### src/rtl/core/dsuf_pkg.sv
package dsuf_pkg;

  localparam int ELEM_W   = 8;
  localparam int RANK_W   = 4;
  localparam int STATUS_W = 2;
  localparam int OP_W     = 2;

  localparam logic [RANK_W-1:0] RANK_MAX = 4'd15;

  localparam logic [STATUS_W-1:0] ST_DONE     = 2'd0;
  localparam logic [STATUS_W-1:0] ST_JOINED   = 2'd1;
  localparam logic [STATUS_W-1:0] ST_NOT_MADE = 2'd2;

  typedef enum logic [OP_W-1:0] {
    OP_MAKE  = 2'd0,
    OP_FIND  = 2'd1,
    OP_UNION = 2'd2
  } op_t;

  typedef enum logic [2:0] {
    S_IDLE,
    S_WALK,
    S_CMP,
    S_CMP_WR,
    S_LINK,
    S_BUMP,
    S_RESP
  } state_t;

endpackage

### src/rtl/core/dsuf_ram.sv
module dsuf_ram #(
  parameter int WIDTH = 12,
  parameter int DEPTH = 256
) (
  input  logic                     clk,
  input  logic                     we,
  input  logic [$clog2(DEPTH)-1:0] addr,
  input  logic [WIDTH-1:0]         wdata,
  output logic [WIDTH-1:0]         rd_data
);

  logic [WIDTH-1:0] mem [DEPTH];
  logic [WIDTH-1:0] rd_data_r;

  always_ff @(posedge clk) begin
    if (we) begin
      mem[addr] <= wdata;
    end
    rd_data_r <= mem[addr];
  end

  assign rd_data = rd_data_r;

endmodule

### src/rtl/core/disjoint_set_union_find.sv
// Channel | Dir | tdata                         | tuser
// in_     | in  | [7:0] elem_a, [15:8] elem_b   | [1:0] op
// out_    | out | [7:0] root                    | [1:0] status
//
// One item at a time; every memory access goes through one single-port RAM
// holding {rank, parent} per element; read data arrives in the cycle after the
// address. Make set and error items go from acceptance straight to the result.
// A find steps through accept, walk reads up to the root, one read and one
// write per node rewritten, a last check and the result. A union walks both
// sides, links distinct roots, and on a rank tie below the maximum bumps the rank.
// Valid marks are flip-flops cleared by rst_n; the RAM needs no clearing.
// A finished result waits in the output register; the next item is taken
// meanwhile, and the block stalls only when a second result is ready.
module disjoint_set_union_find #(
  parameter int ELEMENTS = 256
) (
  input  logic        clk,
  input  logic        rst_n,
  input  logic        in_tvalid,
  output logic        in_tready,
  input  logic [15:0] in_tdata,   // [7:0] elem_a, [15:8] elem_b
  input  logic [1:0]  in_tuser,   // [1:0] op
  output logic        out_tvalid,
  input  logic        out_tready,
  output logic [7:0]  out_tdata,  // [7:0] root
  output logic [1:0]  out_tuser   // [1:0] status
);

  // Indices are 8 bits, so at most 256 entries can ever be reached.
  localparam int DEPTH = (ELEMENTS < 256) ? ELEMENTS : 256;
  localparam int AW    = (DEPTH > 1) ? $clog2(DEPTH) : 1;
  localparam int WW    = dsuf_pkg::RANK_W + AW;

  dsuf_pkg::state_t state_r, state_nxt;

  logic [DEPTH-1:0] valid_r;
  dsuf_pkg::op_t    op_r, op_nxt;
  logic [AW-1:0]    b_r, b_nxt;
  logic [AW-1:0]    node_r, node_nxt;
  logic [AW-1:0]    start_r, start_nxt;
  logic [AW-1:0]    cur_r, cur_nxt;
  logic [AW-1:0]    top_r, top_nxt;
  logic [dsuf_pkg::RANK_W-1:0] top_rank_r, top_rank_nxt;
  logic             second_r, second_nxt;
  logic [AW-1:0]    ra_r, ra_nxt;
  logic [dsuf_pkg::RANK_W-1:0] ra_rank_r, ra_rank_nxt;
  logic [AW-1:0]    winner_r, winner_nxt;
  logic [AW-1:0]    loser_r, loser_nxt;
  logic [dsuf_pkg::RANK_W-1:0] loser_rank_r, loser_rank_nxt;
  logic [dsuf_pkg::RANK_W-1:0] win_rank_r, win_rank_nxt;
  logic             bump_r, bump_nxt;
  logic [dsuf_pkg::STATUS_W-1:0] res_status_r, res_status_nxt;
  logic [dsuf_pkg::ELEM_W-1:0]   res_root_r, res_root_nxt;
  logic [dsuf_pkg::STATUS_W-1:0] out_status_r;
  logic [dsuf_pkg::ELEM_W-1:0]   out_root_r;
  logic             out_valid_r;

  logic          mem_we;
  logic [AW-1:0] mem_addr;
  logic [WW-1:0] mem_wdata;
  logic [WW-1:0] rd_data;
  logic [AW-1:0] rd_par;
  logic [dsuf_pkg::RANK_W-1:0] rd_rank;

  logic          in_fire;
  logic          out_free;
  logic          out_load;
  logic          valid_set;
  logic [AW-1:0] a_idx;
  logic [AW-1:0] b_idx;
  logic          a_in_range;
  logic          b_in_range;
  logic          a_usable;
  logic          b_usable;
  dsuf_pkg::op_t in_op;

  assign in_tready = (state_r == dsuf_pkg::S_IDLE);
  assign in_fire   = in_tvalid && in_tready;
  assign out_free  = !out_valid_r || out_tready;
  assign out_load  = (state_r == dsuf_pkg::S_RESP) && out_free;

  assign in_op      = dsuf_pkg::op_t'(in_tuser);
  assign a_in_range = (32'(in_tdata[7:0]) < 32'(DEPTH));
  assign b_in_range = (32'(in_tdata[15:8]) < 32'(DEPTH));
  assign a_idx      = AW'(in_tdata[7:0]);
  assign b_idx      = AW'(in_tdata[15:8]);
  assign a_usable   = a_in_range && valid_r[a_idx];
  assign b_usable   = b_in_range && valid_r[b_idx];

  assign rd_par  = rd_data[AW-1:0];
  assign rd_rank = rd_data[WW-1:AW];

  dsuf_ram #(
    .WIDTH (WW),
    .DEPTH (DEPTH)
  ) u_ram (
    .clk     (clk),
    .we      (mem_we),
    .addr    (mem_addr),
    .wdata   (mem_wdata),
    .rd_data (rd_data)
  );

  // Next state
  always_comb begin
    state_nxt = state_r;
    case (state_r)
      dsuf_pkg::S_IDLE: begin
        if (in_fire) begin
          if ((in_op == dsuf_pkg::OP_FIND && a_usable) ||
              (in_op == dsuf_pkg::OP_UNION && a_usable && b_usable)) begin
            state_nxt = dsuf_pkg::S_WALK;
          end else begin
            state_nxt = dsuf_pkg::S_RESP;
          end
        end
      end
      dsuf_pkg::S_WALK: begin
        if (rd_par == node_r) begin
          state_nxt = dsuf_pkg::S_CMP;
        end
      end
      dsuf_pkg::S_CMP: begin
        if (cur_r != top_r) begin
          state_nxt = dsuf_pkg::S_CMP_WR;
        end else if (op_r == dsuf_pkg::OP_FIND) begin
          state_nxt = dsuf_pkg::S_RESP;
        end else if (!second_r) begin
          state_nxt = dsuf_pkg::S_WALK;
        end else if (top_r == ra_r) begin
          state_nxt = dsuf_pkg::S_RESP;
        end else begin
          state_nxt = dsuf_pkg::S_LINK;
        end
      end
      dsuf_pkg::S_CMP_WR: state_nxt = dsuf_pkg::S_CMP;
      dsuf_pkg::S_LINK: begin
        state_nxt = bump_r ? dsuf_pkg::S_BUMP : dsuf_pkg::S_RESP;
      end
      dsuf_pkg::S_BUMP: state_nxt = dsuf_pkg::S_RESP;
      dsuf_pkg::S_RESP: begin
        if (out_free) begin
          state_nxt = dsuf_pkg::S_IDLE;
        end
      end
      default: state_nxt = dsuf_pkg::S_IDLE;
    endcase
  end

  // Datapath and memory control
  always_comb begin
    mem_we         = 1'b0;
    mem_addr       = node_r;
    mem_wdata      = '0;
    valid_set      = 1'b0;
    op_nxt         = op_r;
    b_nxt          = b_r;
    node_nxt       = node_r;
    start_nxt      = start_r;
    cur_nxt        = cur_r;
    top_nxt        = top_r;
    top_rank_nxt   = top_rank_r;
    second_nxt     = second_r;
    ra_nxt         = ra_r;
    ra_rank_nxt    = ra_rank_r;
    winner_nxt     = winner_r;
    loser_nxt      = loser_r;
    loser_rank_nxt = loser_rank_r;
    win_rank_nxt   = win_rank_r;
    bump_nxt       = bump_r;
    res_status_nxt = res_status_r;
    res_root_nxt   = res_root_r;
    case (state_r)
      dsuf_pkg::S_IDLE: begin
        if (in_fire) begin
          op_nxt         = in_op;
          b_nxt          = b_idx;
          node_nxt       = a_idx;
          start_nxt      = a_idx;
          second_nxt     = 1'b0;
          mem_addr       = a_idx;
          res_status_nxt = dsuf_pkg::ST_NOT_MADE;
          res_root_nxt   = '0;
          case (in_op)
            dsuf_pkg::OP_MAKE: begin
              if (a_in_range) begin
                mem_we         = 1'b1;
                mem_wdata      = {{dsuf_pkg::RANK_W{1'b0}}, a_idx};
                valid_set      = 1'b1;
                res_status_nxt = dsuf_pkg::ST_DONE;
                res_root_nxt   = in_tdata[7:0];
              end
            end
            dsuf_pkg::OP_FIND, dsuf_pkg::OP_UNION: begin
            end
            default: res_status_nxt = dsuf_pkg::ST_DONE;
          endcase
        end
      end
      dsuf_pkg::S_WALK: begin
        if (rd_par != node_r) begin
          mem_addr = rd_par;
          node_nxt = rd_par;
        end else begin
          top_nxt      = node_r;
          top_rank_nxt = rd_rank;
          cur_nxt      = start_r;
        end
      end
      dsuf_pkg::S_CMP: begin
        mem_addr = cur_r;
        if (cur_r == top_r) begin
          if (op_r == dsuf_pkg::OP_FIND) begin
            res_status_nxt = dsuf_pkg::ST_DONE;
            res_root_nxt   = 8'(top_r);
          end else if (!second_r) begin
            // first root known; walk from the second element
            ra_nxt      = top_r;
            ra_rank_nxt = top_rank_r;
            second_nxt  = 1'b1;
            mem_addr    = b_r;
            node_nxt    = b_r;
            start_nxt   = b_r;
          end else if (top_r == ra_r) begin
            res_status_nxt = dsuf_pkg::ST_JOINED;
            res_root_nxt   = 8'(ra_r);
          end else if (ra_rank_r >= top_rank_r) begin
            winner_nxt     = ra_r;
            loser_nxt      = top_r;
            loser_rank_nxt = top_rank_r;
            win_rank_nxt   = ra_rank_r;
            bump_nxt       = (ra_rank_r == top_rank_r) && (ra_rank_r != dsuf_pkg::RANK_MAX);
            res_status_nxt = dsuf_pkg::ST_DONE;
            res_root_nxt   = 8'(ra_r);
          end else begin
            winner_nxt     = top_r;
            loser_nxt      = ra_r;
            loser_rank_nxt = ra_rank_r;
            win_rank_nxt   = top_rank_r;
            bump_nxt       = 1'b0;
            res_status_nxt = dsuf_pkg::ST_DONE;
            res_root_nxt   = 8'(top_r);
          end
        end
      end
      dsuf_pkg::S_CMP_WR: begin
        // point the node straight at the root, keep its rank
        mem_we    = 1'b1;
        mem_addr  = cur_r;
        mem_wdata = {rd_rank, top_r};
        cur_nxt   = rd_par;
      end
      dsuf_pkg::S_LINK: begin
        mem_we    = 1'b1;
        mem_addr  = loser_r;
        mem_wdata = {loser_rank_r, winner_r};
      end
      dsuf_pkg::S_BUMP: begin
        mem_we    = 1'b1;
        mem_addr  = winner_r;
        mem_wdata = {win_rank_r + 1'b1, winner_r};
      end
      dsuf_pkg::S_RESP: begin
      end
      default: begin
      end
    endcase
  end

  always_ff @(posedge clk) begin
    if (!rst_n) begin
      state_r     <= dsuf_pkg::S_IDLE;
      valid_r     <= '0;
      out_valid_r <= 1'b0;
    end else begin
      state_r     <= state_nxt;
      out_valid_r <= out_load || (out_valid_r && !out_tready);
      if (valid_set) begin
        valid_r[a_idx] <= 1'b1;
      end
    end
  end

  always_ff @(posedge clk) begin
    op_r         <= op_nxt;
    b_r          <= b_nxt;
    node_r       <= node_nxt;
    start_r      <= start_nxt;
    cur_r        <= cur_nxt;
    top_r        <= top_nxt;
    top_rank_r   <= top_rank_nxt;
    second_r     <= second_nxt;
    ra_r         <= ra_nxt;
    ra_rank_r    <= ra_rank_nxt;
    winner_r     <= winner_nxt;
    loser_r      <= loser_nxt;
    loser_rank_r <= loser_rank_nxt;
    win_rank_r   <= win_rank_nxt;
    bump_r       <= bump_nxt;
    res_status_r <= res_status_nxt;
    res_root_r   <= res_root_nxt;
    if (out_load) begin
      out_status_r <= res_status_r;
      out_root_r   <= res_root_r;
    end
  end

  assign out_tvalid = out_valid_r;
  assign out_tdata  = out_root_r;
  assign out_tuser  = out_status_r;

`ifndef NO_ASSERTIONS
  a_fire_leaves_idle: assert property (@(posedge clk) disable iff (!rst_n)
    in_fire |=> (state_r != dsuf_pkg::S_IDLE))
    else $error("accepted transaction left block idle");

  a_resp_loads_out: assert property (@(posedge clk) disable iff (!rst_n)
    out_load |=> (out_valid_r && state_r == dsuf_pkg::S_IDLE))
    else $error("result not loaded into output register");

  a_no_root_rewrite: assert property (@(posedge clk) disable iff (!rst_n)
    (state_r == dsuf_pkg::S_CMP_WR) |-> (cur_r != top_r))
    else $error("compression rewrote the root");

  a_link_distinct: assert property (@(posedge clk) disable iff (!rst_n)
    (state_r == dsuf_pkg::S_LINK) |-> (loser_r != winner_r))
    else $error("union linked a root under itself");
`endif

endmodule

### config.mk
export PLATFORM = sky130hd
export DESIGN_NAME = disjoint_set_union_find
export DESIGN_NICKNAME = d
export VERILOG_FILES = /design/src/rtl/core/dsuf_pkg.sv /design/src/rtl/core/dsuf_ram.sv /design/src/rtl/core/disjoint_set_union_find.sv
export SDC_FILE = /design/constraint.sdc
export NUM_CORES = 2
export LEC_CHECK = 0
export BUFFER_PORTS_ARGS = -buffer_cell sky130_fd_sc_hd__buf_2
export CAP_MARGIN = 20
export CORE_UTILIZATION = 48
export DETAILED_ROUTE_END_ITERATION = 7
export GPL_ROUTABILITY_DRIVEN = 0
export PLACE_DENSITY_LB_ADDON = 0.3
export SLEW_MARGIN = 10
export SYNTH_ARGS = -nofsm -noshare
export SYNTH_HDL_FRONTEND = slang
export SYNTH_HIERARCHICAL = 1
export SYNTH_SLANG_ARGS = --single-unit
### constraint.sdc
create_clock -name clk -period 7.4 [get_ports clk]
set_input_delay 0.74 -clock clk [delete_from_list [all_inputs] [get_ports clk]]
set_output_delay 0.74 -clock clk [all_outputs]
set_load 0.03 [all_outputs]
==> reports/results.ini <==
[cells_and_area]
finalNonFillerCells=11300
nets=7349
largest-register=u_ram/mem
area_delta_synth_final_pct=13.6
largest_reg_flops=3072
seqCellArea_sq_um=101000
multiInputGateArea_sq_um=32900
fillCellCount=20900
drive_above_1_share_pct=26.1

[clocking]
clockBufferDepth=4
postCtsHoldBufs=0
clock_sinks=3448
cts_tree=done
cts-buffers-inserted=348
cts_setup_buffers=0
root_buffer=clkbuf_16
cts_resized=0
clk_latency_ns=0.92
htreeDepth=5
cts.clk_slew.worst_paths_ns=0.06

[sta]
fin_crit_sh_pct=95.9
whs_ns=0.0732
hold_viol_final=0
fmax_mhz=141
setup_viol=0
drv_slew=0
finalClockSkew_ns=0.0544
worst_slew_pin_slew_ns=1.22
grt_setup_unrepaired=no
min_period_ns=7.09
max_slew_margin_pct=18.3

[global_route]
grt_pass1_wl_mm=514
antenna_found_initial=11
grt_start_max_net_pins=181
grt-ovfl-total=0
grt_pass1_vias=71800
grtUsageTotal_pct=24.7

[synth]
syn_nets=6979
ys_warn_count=6
syn_area_per_cell_sq_um=19.5
ys_types=77
syn-cell-area_sq_um=136000
synth_flop_cell=edfxtp_1
ys_top_cells_by_area=edfxtp_1 (70%), mux4_2 (14%), dfxtp_1 (4.0%)
synth_top_area_share_pct=70.3
seq_area_frac_synth_pct=74.3
syn_inst=6949
ys_async_sr_fraction_pct=0
synth-seq-cells=3448
yosys.area.top_type=edfxtp_1
synth_edf_count=3176

[routing]
drt_iter0_markers=9976
antenna_left=0
vias=72500
wirelength_mm=355
drtPass1Iterations=7
vias_per_cell=6.40
wl_per_cell_um=31.3
drc_errors=0

[critical_path]
rrSetupSlack_ns=0.31
arrival_ns=7.84
cp-end-kind=register
crit_chain=inv_1 -> or3_1 -> inv_1 -> o21a_1 -> or2_2 -> nand2_1 -> o211ai_1 -> o21a_4 -> buf_4 -> buf_4 -> mux4_2 -> a22oi_1 -> a21oi_1 -> o41ai_1 -> nand4_1
cp.required_ns=8.15
crit_path_max_incr_delay_ns=1.04
crit_path_top_delay_cell=o41ai_1
cp-start-kind=register
cp_max_fo=53
path_class=reg -> reg

[power]
total_power_uw=71900
power.density_nw_per_um2=466
p_leak_uw=0.0490
ir_drop_v=0.000837

[place]
post-dp-hpwl_mm=207
placed_cells=10700
io_buffers=33

[die]
coreArea_sq_um=280000
pin_count=34
die_h_um=534
die_width_um=534
initial_core_util_pct=48.4
die_area_sq_um=285000
row_count=194

[job]
cap_violations=0

[worst_hold_path]
hold_path.class=in -> reg

[status]
status=complete, no violations

==> critical path, delay by kind of cell, from the launching register on <==
family | cells | cell delay, ns
buffers and inverters | 4 | 1.99
DFF | 1 | 0.56
muxes | 1 | 0.38
AOI/OAI and AO/OA | 6 | 2.71
and+or+nand+nor | 4 | 1.12
==> metal layers <==
layer	track usage (%)	vias to the layer above	share of wire (%)
met4	7.80	10	3.2
met3	4.73	636	10
met1	36.1	38200	40
met5	0	-	0.021
li1	-	29500	-
met2	37.8	4158	46
==> stage by stage <==
stage / instance area (sq um) / setup WS [ns] / util (%) / setup TNS (ns)
after floorplan: 136000 / 1.86 / - / 0
after CTS: 154000 / 0.378 / 54.9 / 0
after detailed placement: 143000 / 0.357 / 50.9 / 0
after global placement: 142000 / -0.0399 / 50.8 / -0.0399
final: 154000 / 0.306 / 55.0 / 0
after global routing: 154000 / 0.140 / 55.0 / 0
==> final timing paths <==
check,startpoint,endpoint,cells past startpoint
max,state_r[1],u_ram/rd_data[6],15
min,in_tuser[1],op_r[1],1
max reg2reg,state_r[1],u_ram/rd_data[6],15
min reg2reg,res_root_r[6],out_tdata[6],0
==> cells in the mapped netlist (9+ instances only) <==
master    number
edfxtp_1    3176
mux4_2       868
a22oi_1      415
a21oi_1      385
nor2_1       378
clkbuf_1     315
dfxtp_1      272
nor2b_1      184
nand2_1      146
buf_2        104
o21a_1       101
mux2i_1       65
o41ai_1       49
nor3_1        46
inv_1         32
nand3_1       32
buf_1         29
mux2_2        24
o21ai_0       23
nand4_1       22
a31oi_1       21
buf_4         21
a222oi_1      20
xor2_1        17
buf_6         13
nand2b_1      13
and2_1        12
and3_1        11
a221oi_1      10
a22o_1        10
nor4_1         9
o211ai_1       9
xnor2_1        9
==> area by class of cell <==
type,instances,share of cell area (%)
timing repair buffer,507,2.78
antenna,2,0.00325
sequential,3448,65.4
clock inverter,197,1.27
clock buffer,437,6.10
inverter,34,0.122
multi-input combinational,2980,21.3
tap,3724,3.02
==> placed cells by master, fill, tap and decap left out, types with 69 or more instances in the layout <==
master and n:
edfxtp_1 3176, mux4_2 868, a22oi_1 415, buf_4 415
a21oi_1 384, nor2_1 375, clkbuf_16 358, dfxtp_1 272
nor2b_1 180, nand2_1 145, o21a_1 99, clkinv_1 69
==> where the power goes <==
part / leakage (uW) / internal [uW] / switching, uW
Combinational: 0.0120 / 12100 / 18800
Sequential: 0.0314 / 23200 / 264
Clock: 0.00556 / 10100 / 7410
Total: 0.0490 / 45400 / 26500
==> logic make-up after synthesis <==
group                      count (synthesis)  synth area share, %
adders and majority gates                  8               0.0738
buffers and inverters                    521                 1.70
and+or+nand+nor                          893                 3.14
xor gates and xnor gates                  26                0.168
DFF                                     3448                 74.3
AOI/OAI and AO/OA                       1088                 5.39
muxes                                    965                 15.2
No activity file was read; power rests on OpenSTA's default activity.
